### src/sv/rsd_pkg.sv
// rsd_pkg: shared constants, register codes and stage payload types of the
// radial spotlight dimmer; no dependencies
package rsd_pkg;

    localparam int COORD_BITS_DEF = 12;
    localparam int LUMA_BITS      = 16;
    localparam int RAD_BITS       = 15;
    localparam int ROOT_BITS      = 16;
    localparam int SCALE_BITS     = 17;
    localparam int ADDR_BITS      = 3;
    localparam int DATA_BITS      = 32;

    localparam logic [RAD_BITS-1:0]   FAR_DSQ     = 15'd25600;
    localparam logic [SCALE_BITS-1:0] FLOOR_SCALE = 17'd13107;
    localparam logic [SCALE_BITS-1:0] UNITY_SCALE = 17'd65536;
    localparam logic [ROOT_BITS-1:0]  ROOT_LIMIT  = 16'd40960;

    localparam int RECIP_BITS  = 22;
    localparam int RECIP_SHIFT = 26;
    localparam logic [RECIP_BITS-1:0] RECIP_MULT = 22'd2684354;
    localparam logic [5:0]            DIV_BY     = 6'd25;

    typedef enum logic [0:0] {
        REG_CENTER_X = 1'b0,
        REG_CENTER_Y = 1'b1
    } reg_idx_t;

    typedef struct packed {
        logic [LUMA_BITS-1:0] luma;
        logic                 far;
        logic [RAD_BITS-1:0]  rad;
    } front_out_t;

    typedef struct packed {
        logic [LUMA_BITS-1:0] luma;
        logic                 far;
        logic [ROOT_BITS-1:0] dist8;
    } root_out_t;

endpackage

### src/sv/rsd_front.sv
// rsd_front: three stages of distance work, absolute differences, squares
// and the squared-distance sum with the far test; uses rsd_pkg
module rsd_front #(
    parameter int COORD_BITS = rsd_pkg::COORD_BITS_DEF
) (
    input  logic                          clk,
    input  logic                          rst_n,
    input  logic [COORD_BITS-1:0]         center_x,
    input  logic [COORD_BITS-1:0]         center_y,
    input  logic                          in_valid,
    output logic                          in_stall,
    input  logic [COORD_BITS-1:0]         pixel_x,
    input  logic [COORD_BITS-1:0]         pixel_y,
    input  logic [rsd_pkg::LUMA_BITS-1:0] luma_in,
    output logic                          out_valid,
    input  logic                          out_stall,
    output rsd_pkg::front_out_t           out_data
);
    import rsd_pkg::*;

    localparam int SQ_W  = 2 * COORD_BITS;
    localparam int DSQ_W = SQ_W + 1;
    localparam int EXT_W = (DSQ_W > RAD_BITS) ? DSQ_W : RAD_BITS;

    logic [2:0]            valid_reg;
    logic [2:0]            hold;
    logic [COORD_BITS-1:0] dx_reg, dy_reg, dx_next, dy_next;
    logic [LUMA_BITS-1:0]  luma1_reg, luma2_reg;
    logic [SQ_W-1:0]       sqx_reg, sqy_reg, sqx_next, sqy_next;
    logic [EXT_W-1:0]      dsq_next;
    front_out_t            out_reg, out_next;

    assign hold[2] = valid_reg[2] && out_stall;
    assign hold[1] = valid_reg[1] && hold[2];
    assign hold[0] = valid_reg[0] && hold[1];

    always_comb
    begin
        dx_next  = (pixel_x >= center_x) ? pixel_x - center_x : center_x - pixel_x;
        dy_next  = (pixel_y >= center_y) ? pixel_y - center_y : center_y - pixel_y;
        sqx_next = SQ_W'(dx_reg) * SQ_W'(dx_reg);
        sqy_next = SQ_W'(dy_reg) * SQ_W'(dy_reg);
        dsq_next = EXT_W'(sqx_reg) + EXT_W'(sqy_reg);
        out_next.luma = luma2_reg;
        out_next.far  = (dsq_next >= EXT_W'(FAR_DSQ));
        out_next.rad  = dsq_next[RAD_BITS-1:0];
    end

    always_ff @(posedge clk or negedge rst_n)
    begin
        if (!rst_n)
        begin
            valid_reg <= '0;
        end
        else
        begin
            if (!hold[0])
            begin
                valid_reg[0] <= in_valid;
            end
            if (!hold[1])
            begin
                valid_reg[1] <= valid_reg[0];
            end
            if (!hold[2])
            begin
                valid_reg[2] <= valid_reg[1];
            end
        end
    end

    always_ff @(posedge clk)
    begin
        if (!hold[0])
        begin
            dx_reg    <= dx_next;
            dy_reg    <= dy_next;
            luma1_reg <= luma_in;
        end
        if (!hold[1])
        begin
            sqx_reg   <= sqx_next;
            sqy_reg   <= sqy_next;
            luma2_reg <= luma1_reg;
        end
        if (!hold[2])
        begin
            out_reg <= out_next;
        end
    end

    assign in_stall  = hold[0];
    assign out_valid = valid_reg[2];
    assign out_data  = out_reg;

endmodule

### src/sv/rsd_root.sv
// rsd_root: pipelined digit-by-digit integer square root of the squared
// distance with 8 fraction bits, two result bits per stage; uses rsd_pkg
module rsd_root (
    input  logic                clk,
    input  logic                rst_n,
    input  logic                in_valid,
    output logic                in_stall,
    input  rsd_pkg::front_out_t in_data,
    output logic                out_valid,
    input  logic                out_stall,
    output rsd_pkg::root_out_t  out_data
);
    import rsd_pkg::*;

    localparam int STEPS  = 2;
    localparam int STAGES = ROOT_BITS / STEPS;
    localparam int REM_W  = ROOT_BITS + 3;
    localparam int RADX_W = 2 * ROOT_BITS;
    localparam int FRAC_W = RADX_W - RAD_BITS - 1;

    typedef struct packed {
        logic [REM_W-1:0]     rem;
        logic [ROOT_BITS-1:0] root;
    } step_t;

    function automatic step_t sqrt_step(input logic [REM_W-1:0] rem,
                                        input logic [ROOT_BITS-1:0] root,
                                        input logic [1:0] pair);
        logic [REM_W-1:0] acc;
        logic [REM_W-1:0] trial;
        step_t            s;
        acc   = {rem[REM_W-3:0], pair};
        trial = {1'b0, root, 2'b01};
        if (acc >= trial)
        begin
            s.rem  = acc - trial;
            s.root = {root[ROOT_BITS-2:0], 1'b1};
        end
        else
        begin
            s.rem  = acc;
            s.root = {root[ROOT_BITS-2:0], 1'b0};
        end
        return s;
    endfunction

    logic [STAGES-1:0]    valid_reg;
    logic [STAGES-1:0]    hold;
    logic [REM_W-1:0]     rem_reg  [STAGES];
    logic [ROOT_BITS-1:0] root_reg [STAGES];
    logic [RADX_W-1:0]    bits_reg [STAGES];
    logic [LUMA_BITS-1:0] luma_reg [STAGES];
    logic                 far_reg  [STAGES];

    assign hold[STAGES-1] = valid_reg[STAGES-1] && out_stall;

    for (genvar k = 0; k < STAGES; k++)
    begin : g_stage
        logic [REM_W-1:0]     rem_in;
        logic [ROOT_BITS-1:0] root_in;
        logic [RADX_W-1:0]    bits_in;
        logic [LUMA_BITS-1:0] luma_in;
        logic                 far_in;
        logic                 valid_in;
        step_t                s0, s1;
        logic [RADX_W-1:0]    bits_next;

        if (k == 0)
        begin : g_first
            assign rem_in   = '0;
            assign root_in  = '0;
            assign bits_in  = {1'b0, in_data.rad, {FRAC_W{1'b0}}};
            assign luma_in  = in_data.luma;
            assign far_in   = in_data.far;
            assign valid_in = in_valid;
        end
        else
        begin : g_next
            assign rem_in   = rem_reg[k-1];
            assign root_in  = root_reg[k-1];
            assign bits_in  = bits_reg[k-1];
            assign luma_in  = luma_reg[k-1];
            assign far_in   = far_reg[k-1];
            assign valid_in = valid_reg[k-1];
        end

        if (k < STAGES - 1)
        begin : g_hold
            assign hold[k] = valid_reg[k] && hold[k+1];
        end

        always_comb
        begin
            s0        = sqrt_step(rem_in, root_in, bits_in[RADX_W-1 -: 2]);
            s1        = sqrt_step(s0.rem, s0.root, bits_in[RADX_W-3 -: 2]);
            bits_next = {bits_in[RADX_W-2*STEPS-1:0], {(2*STEPS){1'b0}}};
        end

        always_ff @(posedge clk or negedge rst_n)
        begin
            if (!rst_n)
            begin
                valid_reg[k] <= 1'b0;
            end
            else if (!hold[k])
            begin
                valid_reg[k] <= valid_in;
            end
        end

        always_ff @(posedge clk)
        begin
            if (!hold[k])
            begin
                rem_reg[k]  <= s1.rem;
                root_reg[k] <= s1.root;
                bits_reg[k] <= bits_next;
                luma_reg[k] <= luma_in;
                far_reg[k]  <= far_in;
            end
        end
    end

    assign in_stall       = hold[0];
    assign out_valid      = valid_reg[STAGES-1];
    assign out_data.luma  = luma_reg[STAGES-1];
    assign out_data.far   = far_reg[STAGES-1];
    assign out_data.dist8 = root_reg[STAGES-1];

endmodule

### src/sv/rsd_scale.sv
// rsd_scale: three stages that turn the distance into a Q1.16 gain through a
// reciprocal multiply by 1/25 and apply it to the luminance; uses rsd_pkg
module rsd_scale (
    input  logic                          clk,
    input  logic                          rst_n,
    input  logic                          in_valid,
    output logic                          in_stall,
    input  rsd_pkg::root_out_t            in_data,
    output logic                          out_valid,
    input  logic                          out_stall,
    output logic [rsd_pkg::LUMA_BITS-1:0] luma_out
);
    import rsd_pkg::*;

    localparam int NUM_W  = ROOT_BITS + 5;
    localparam int PROD_W = NUM_W + RECIP_BITS;
    localparam int Q_W    = PROD_W - RECIP_SHIFT;
    localparam int MUL_W  = LUMA_BITS + SCALE_BITS;

    logic [2:0]            valid_reg;
    logic [2:0]            hold;
    logic [NUM_W-1:0]      num_reg, num_next;
    logic [PROD_W-1:0]     prod_next;
    logic [Q_W-1:0]        q0_reg, q0_next, q_next;
    logic [NUM_W-1:0]      rem_next;
    logic [LUMA_BITS-1:0]  luma_a_reg, luma_b_reg, luma_out_reg, luma_out_next;
    logic                  far_a_reg;
    logic [SCALE_BITS-1:0] scale_reg, scale_next;
    logic [MUL_W-1:0]      mul_next;

    assign hold[2] = valid_reg[2] && out_stall;
    assign hold[1] = valid_reg[1] && hold[2];
    assign hold[0] = valid_reg[0] && hold[1];

    always_comb
    begin
        num_next  = {in_data.dist8, 5'b0};
        prod_next = PROD_W'(num_next) * PROD_W'(RECIP_MULT);
        q0_next   = prod_next[PROD_W-1:RECIP_SHIFT];
        rem_next  = num_reg - NUM_W'(NUM_W'(q0_reg) * NUM_W'(DIV_BY));
        q_next    = q0_reg + Q_W'(rem_next >= NUM_W'(DIV_BY));
        scale_next = far_a_reg ? FLOOR_SCALE : UNITY_SCALE - SCALE_BITS'(q_next);
        mul_next  = MUL_W'(luma_b_reg) * MUL_W'(scale_reg);
        luma_out_next = mul_next[2*LUMA_BITS-1:LUMA_BITS];
    end

    always_ff @(posedge clk or negedge rst_n)
    begin
        if (!rst_n)
        begin
            valid_reg <= '0;
        end
        else
        begin
            if (!hold[0])
            begin
                valid_reg[0] <= in_valid;
            end
            if (!hold[1])
            begin
                valid_reg[1] <= valid_reg[0];
            end
            if (!hold[2])
            begin
                valid_reg[2] <= valid_reg[1];
            end
        end
    end

    always_ff @(posedge clk)
    begin
        if (!hold[0])
        begin
            num_reg    <= num_next;
            q0_reg     <= q0_next;
            luma_a_reg <= in_data.luma;
            far_a_reg  <= in_data.far;
        end
        if (!hold[1])
        begin
            scale_reg  <= scale_next;
            luma_b_reg <= luma_a_reg;
        end
        if (!hold[2])
        begin
            luma_out_reg <= luma_out_next;
        end
    end

    assign in_stall  = hold[0];
    assign out_valid = valid_reg[2];
    assign luma_out  = luma_out_reg;

endmodule

### src/sv/radial_spotlight_dimmer.sv
// radial_spotlight_dimmer: top level, APB center registers and the chain of
// distance, square-root and gain pipelines; uses rsd_pkg, rsd_front,
// rsd_root and rsd_scale
//
// Linear radial vignette on a luminance stream: each item (column, row,
// luminance) leaves with its luminance scaled by 1 - 0.005 per pixel of
// distance from the center, never below 0.2 beyond 160 pixels. One item
// enters per clock while in_stall is low and passes 3 distance stages,
// 8 square-root stages of two root bits each and 3 gain stages.
// Stalls hold only the stages that are full, so bubbles close up. The
// center registers are written over APB at 0x0 (x) and 0x4 (y).
module radial_spotlight_dimmer #(
    parameter int COORD_BITS = rsd_pkg::COORD_BITS_DEF
) (
    input  logic                          clk,
    input  logic                          rst_n,
    input  logic                          psel,
    input  logic                          penable,
    input  logic                          pwrite,
    input  logic [rsd_pkg::ADDR_BITS-1:0] paddr,
    input  logic [rsd_pkg::DATA_BITS-1:0] pwdata,
    output logic [rsd_pkg::DATA_BITS-1:0] prdata,
    output logic                          pready,
    input  logic                          in_valid,
    output logic                          in_stall,
    input  logic [COORD_BITS-1:0]         pixel_x,
    input  logic [COORD_BITS-1:0]         pixel_y,
    input  logic [rsd_pkg::LUMA_BITS-1:0] luma_in,
    output logic                          out_valid,
    input  logic                          out_stall,
    output logic [rsd_pkg::LUMA_BITS-1:0] luma_out
);
    import rsd_pkg::*;

    logic [COORD_BITS-1:0] center_x_reg, center_y_reg;
    logic                  wr_en;
    reg_idx_t              reg_idx;
    logic                  front_valid, front_stall;
    front_out_t            front_data;
    logic                  root_valid, root_stall;
    root_out_t             root_data;

    assign wr_en   = psel && penable && pwrite;
    assign reg_idx = reg_idx_t'(paddr[2]);
    assign pready  = 1'b1;

    always_ff @(posedge clk or negedge rst_n)
    begin
        if (!rst_n)
        begin
            center_x_reg <= '0;
            center_y_reg <= '0;
        end
        else if (wr_en)
        begin
            unique case (reg_idx)
                REG_CENTER_X: center_x_reg <= pwdata[COORD_BITS-1:0];
                REG_CENTER_Y: center_y_reg <= pwdata[COORD_BITS-1:0];
                default:      center_x_reg <= center_x_reg;
            endcase
        end
    end

    always_comb
    begin
        unique case (reg_idx)
            REG_CENTER_X: prdata = DATA_BITS'(center_x_reg);
            REG_CENTER_Y: prdata = DATA_BITS'(center_y_reg);
            default:      prdata = '0;
        endcase
    end

    rsd_front #(
        .COORD_BITS(COORD_BITS)
    ) u_front (
        .clk       (clk),
        .rst_n     (rst_n),
        .center_x  (center_x_reg),
        .center_y  (center_y_reg),
        .in_valid  (in_valid),
        .in_stall  (in_stall),
        .pixel_x   (pixel_x),
        .pixel_y   (pixel_y),
        .luma_in   (luma_in),
        .out_valid (front_valid),
        .out_stall (front_stall),
        .out_data  (front_data)
    );

    rsd_root u_root (
        .clk       (clk),
        .rst_n     (rst_n),
        .in_valid  (front_valid),
        .in_stall  (front_stall),
        .in_data   (front_data),
        .out_valid (root_valid),
        .out_stall (root_stall),
        .out_data  (root_data)
    );

    rsd_scale u_scale (
        .clk       (clk),
        .rst_n     (rst_n),
        .in_valid  (root_valid),
        .in_stall  (root_stall),
        .in_data   (root_data),
        .out_valid (out_valid),
        .out_stall (out_stall),
        .luma_out  (luma_out)
    );

    // input is held back only behind a stalled result
    a_stall_cause: assert property (@(posedge clk) disable iff (!rst_n)
        in_stall |-> (out_valid && out_stall))
        else $error("input stalled without a stalled result");

    // a near pixel has a root below 160 pixels
    a_root_range: assert property (@(posedge clk) disable iff (!rst_n)
        (root_valid && !root_data.far) |-> (root_data.dist8 < ROOT_LIMIT))
        else $error("root out of range for a near pixel");

    // a write to center_x reaches the center_x register
    a_cfg_write: assert property (@(posedge clk) disable iff (!rst_n)
        (wr_en && reg_idx == REG_CENTER_X) |=>
        (center_x_reg == $past(pwdata[COORD_BITS-1:0])))
        else $error("center_x write lost");

endmodule
### config.mk
export PLATFORM = sky130hd
export DESIGN_NAME = radial_spotlight_dimmer
export DESIGN_NICKNAME = d
export VERILOG_FILES = /design/src/sv/rsd_pkg.sv /design/src/sv/rsd_front.sv /design/src/sv/rsd_root.sv /design/src/sv/rsd_scale.sv /design/src/sv/radial_spotlight_dimmer.sv
export SDC_FILE = /design/constraint.sdc
export NUM_CORES = 2
export LEC_CHECK = 0
export BUFFER_PORTS_ARGS = -buffer_cell sky130_fd_sc_hd__clkbuf_2
export CAP_MARGIN = 20
export CORE_UTILIZATION = 25
export DETAILED_ROUTE_END_ITERATION = 8
export SETUP_SLACK_MARGIN = 0.5
export SLEW_MARGIN = 5
export SYNTH_ARGS = -nofsm -noshare
export SYNTH_HDL_FRONTEND = slang
export SYNTH_HIERARCHICAL = 1
export SYNTH_SLANG_ARGS = --single-unit
### constraint.sdc
create_clock -name clk -period 12.2 [get_ports clk]
set_clock_uncertainty 0.1 [all_clocks]
set_input_delay 2.44 -clock clk [delete_from_list [all_inputs] [get_ports clk]]
set_output_delay 2.44 -clock clk [all_outputs]
set_load 0.1 [all_outputs]
==> results_dict.tcl <==
set metrics [dict create \
    rows 170 \
    dieHeight_um 468 \
    grt_pass1_wl_um 183000 \
    start_util_pct 25.2 \
    netlist_instances 5074 \
    synth_area_leaders "edfxtp_1 (32%), fa_1 (19%), ha_1 (14%), inv_1 (6.6%), xnor2_1 (2.7%)" \
    dr.first_iter.drc_count 1795 \
    largest_reg_flops 128 \
    synth_top_family_by_area "adder cells" \
    drc 0 \
    startpoint "out_stall" \
    busiest_layer "met2" \
    synth_mux_area_share_pct 2.29 \
    clock-sinks 607 \
    clkSlewWorstSetupHoldPaths_ns 0.06 \
    nNetsFinal 6341 \
    area_delta_synth_final_pct 10.7 \
    die_width_um 468 \
    grt_max_degree 64 \
    async_reset_ff_share_pct 6.26 \
    crit_family "simple AND/OR/NAND/NOR gates" \
    cts_root_buf "clkbuf_16" \
    ys_warn_count 6 \
    hp-start "u_root/luma_reg[0][62]" \
    cp.buffers_inverters 7 \
    grt_pass1_vias 36608 \
    coreArea_um2 215000 \
    synthXorXnorAreaFrac_pct 4.09 \
    clk_latency_ns 0.65 \
    grt_util_met2_pct 18.2 \
    cap_violations 0 \
    status "finished clean" \
    gr-total-overflow 0 \
    max_freq_ghz 0.112 \
    cp-end-kind "output port" \
    layout_common_cells "inv_1 (955), ha_1 (619), edfxtp_1 (569)" \
    worstPathRequired_ns 9.66 \
    crit_chain "clkbuf_2, nand4_1, inv_1, and3_1, and3_1, nand3_2, buf_4, inv_1, nand3_2, inv_1, nand4_1, inv_1, clkbuf_2" \
    r2r_start "u_scale/q0_reg[3]" \
    ys_seq_elements 607 \
    clk_path_buf_depth 3 \
    cpMostUsedCell "inv_1" \
    antenna_found_initial 0 \
    r2r_slack_ns 4.90 \
    met3_usage_pct 1.63 \
    synth_edf_count 569 \
    max-slew-margin-rel_pct 30.7 \
    use_met1_pct 12.5 \
    cts_resized 0 \
    tightest_slew_ns 1.04 \
    layout-drive-gt1-share_pct 6.96 \
    synth_simple_gate_area_share_pct 10.7 \
    synth_area_leader_cell "edfxtp_1" \
    finalSetupViolCount 0 \
    synth_flop_cell "edfxtp_1" \
    final.setup.tns_ns 0 \
    die_area_um2 219000 \
    ios 133 \
    dp_hpwl_um 86500 \
    path_max_fanout 46 \
    max_stage_delay_ns 0.71 \
    postCtsHoldBufs 0 \
    synthAdderAreaFrac_pct 33.0 \
    min_path_type "flip-flop to flip-flop" \
    cts_tree "done" \
    vias 34971 \
    fin_crit_sh_pct 73.0 \
    rsz0062_at_grt "false" \
    port-buffer-count 89 \
    fin_ws_ns 3.29 \
    drt-pass1-iter-count 7 \
    hold_viol_final 0 \
    ant_nets 0 \
    path_class "input pin to output port" \
    syn_area_per_cell_um2 10.7 \
    pre_cts_ws_ns 3.26 \
    cts_inserted_buffers 68 \
    via_per_inst 4.36 \
    arrival_ns 6.37 \
    slew_violations 0 \
    drt_wl_total_um 109000 \
    worst_setup_path_start_kind "input pin" \
    period_minus_slack_ns 8.91 \
    routabilityCongestion 0.848 \
    h-tree-depth 3 \
    layout_commonest_cell "inv_1" \
    synth_top_area_share_pct 31.5 \
    placed_cells 7899 \
    syn_area_um2 54200 \
    slowest_stage "nand3_2" \
    yosys.cell_types.count 105 \
    ys_seq_area_share_pct 33.3 \
    grt_util_all_layers_pct 10.1 \
    final_cells 8027 \
    synth-compound-area-share_pct 8.78 \
    wl_per_cell_um 13.6 \
    post_cts_buffers 0 \
]
## cell type report
| type | count | area (µm²) |
|---|---|---|
| Antenna cell | 1 | 2.50 |
| Clock buffer | 83 | 1850 |
| Fill cell | 22229 | 155000 |
| Clock inverter | 43 | 378 |
| Tap cell | 2838 | 3550 |
| Sequential cell | 607 | 18000 |
| Inverter | 958 | 3600 |
| Timing Repair Buffer | 105 | 578 |
| Multi-Input combinational cell | 3392 | 32100 |
## stage by stage
stage	cell area (µm²)	hold WS, ns	util (%)
after floorplan	54300	0.300	-
after global placement	57800	0.301	26.9
after detailed placement	57800	0.305	26.9
after CTS	60000	0.313	27.9
after global routing	60000	0.320	27.9
final	60100	0.313	27.9
## path summary, 6_finish.rpt
| check | end | cells past startpoint |
|---|---|---|
| max | in_stall | 13 |
| min | u_root/luma_reg[1][14] | 0 |
| max reg2reg | u_scale/scale_reg[16] | 26 |
| min reg2reg | u_root/luma_reg[1][14] | 0 |
| max in group asynchronous | u_front/valid_reg[0] | 2 |
| min in group asynchronous | center_x_reg[0] | 2 |
## logic make-up (layout without fill, tap and decap cells)
group,after synthesis,after routing
other cells,2,22
mux,109,109
flops,607,607
simple gates,1152,1152
buf+inv,1094,1189
xor+xnor,253,253
fa+ha+maj,1127,1127
compound gates,730,730
## routing by layer
layer,share of wire (%),vias to the layer above
li1,-,17020
met5,0,-
met1,44,17260
met3,3.8,128
met2,50,563
met4,1.8,0
## cell usage after synthesis, drive strengths merged, types with 8 or more instances
cell type  count
inv          958
ha           619
edfxtp       569
fa           508
nand2        381
a21oi        227
nor2         200
and2         185
xnor2        167
o21ai        141
clkbuf        97
xor2          86
mux2          85
a21o          75
nor3          62
nand3         59
nand2b        54
nor2b         53
buf           39
dfrtp         38
a211oi        34
o21a          34
nand4         29
a31oi         27
o21bai        26
and3          24
mux2i         24
or2           23
or3           18
o211ai        17
a21boi        14
nor4          14
a2111oi       11
a211o         11
o2111ai       11
o31ai         11
a31o           9
o31a           9
and4           8
nor4b          8
o22ai          8
Power is left out: the tool's default activity adds up to more than one toggle a clock period on the data nets, which glitch-free logic cannot reach.
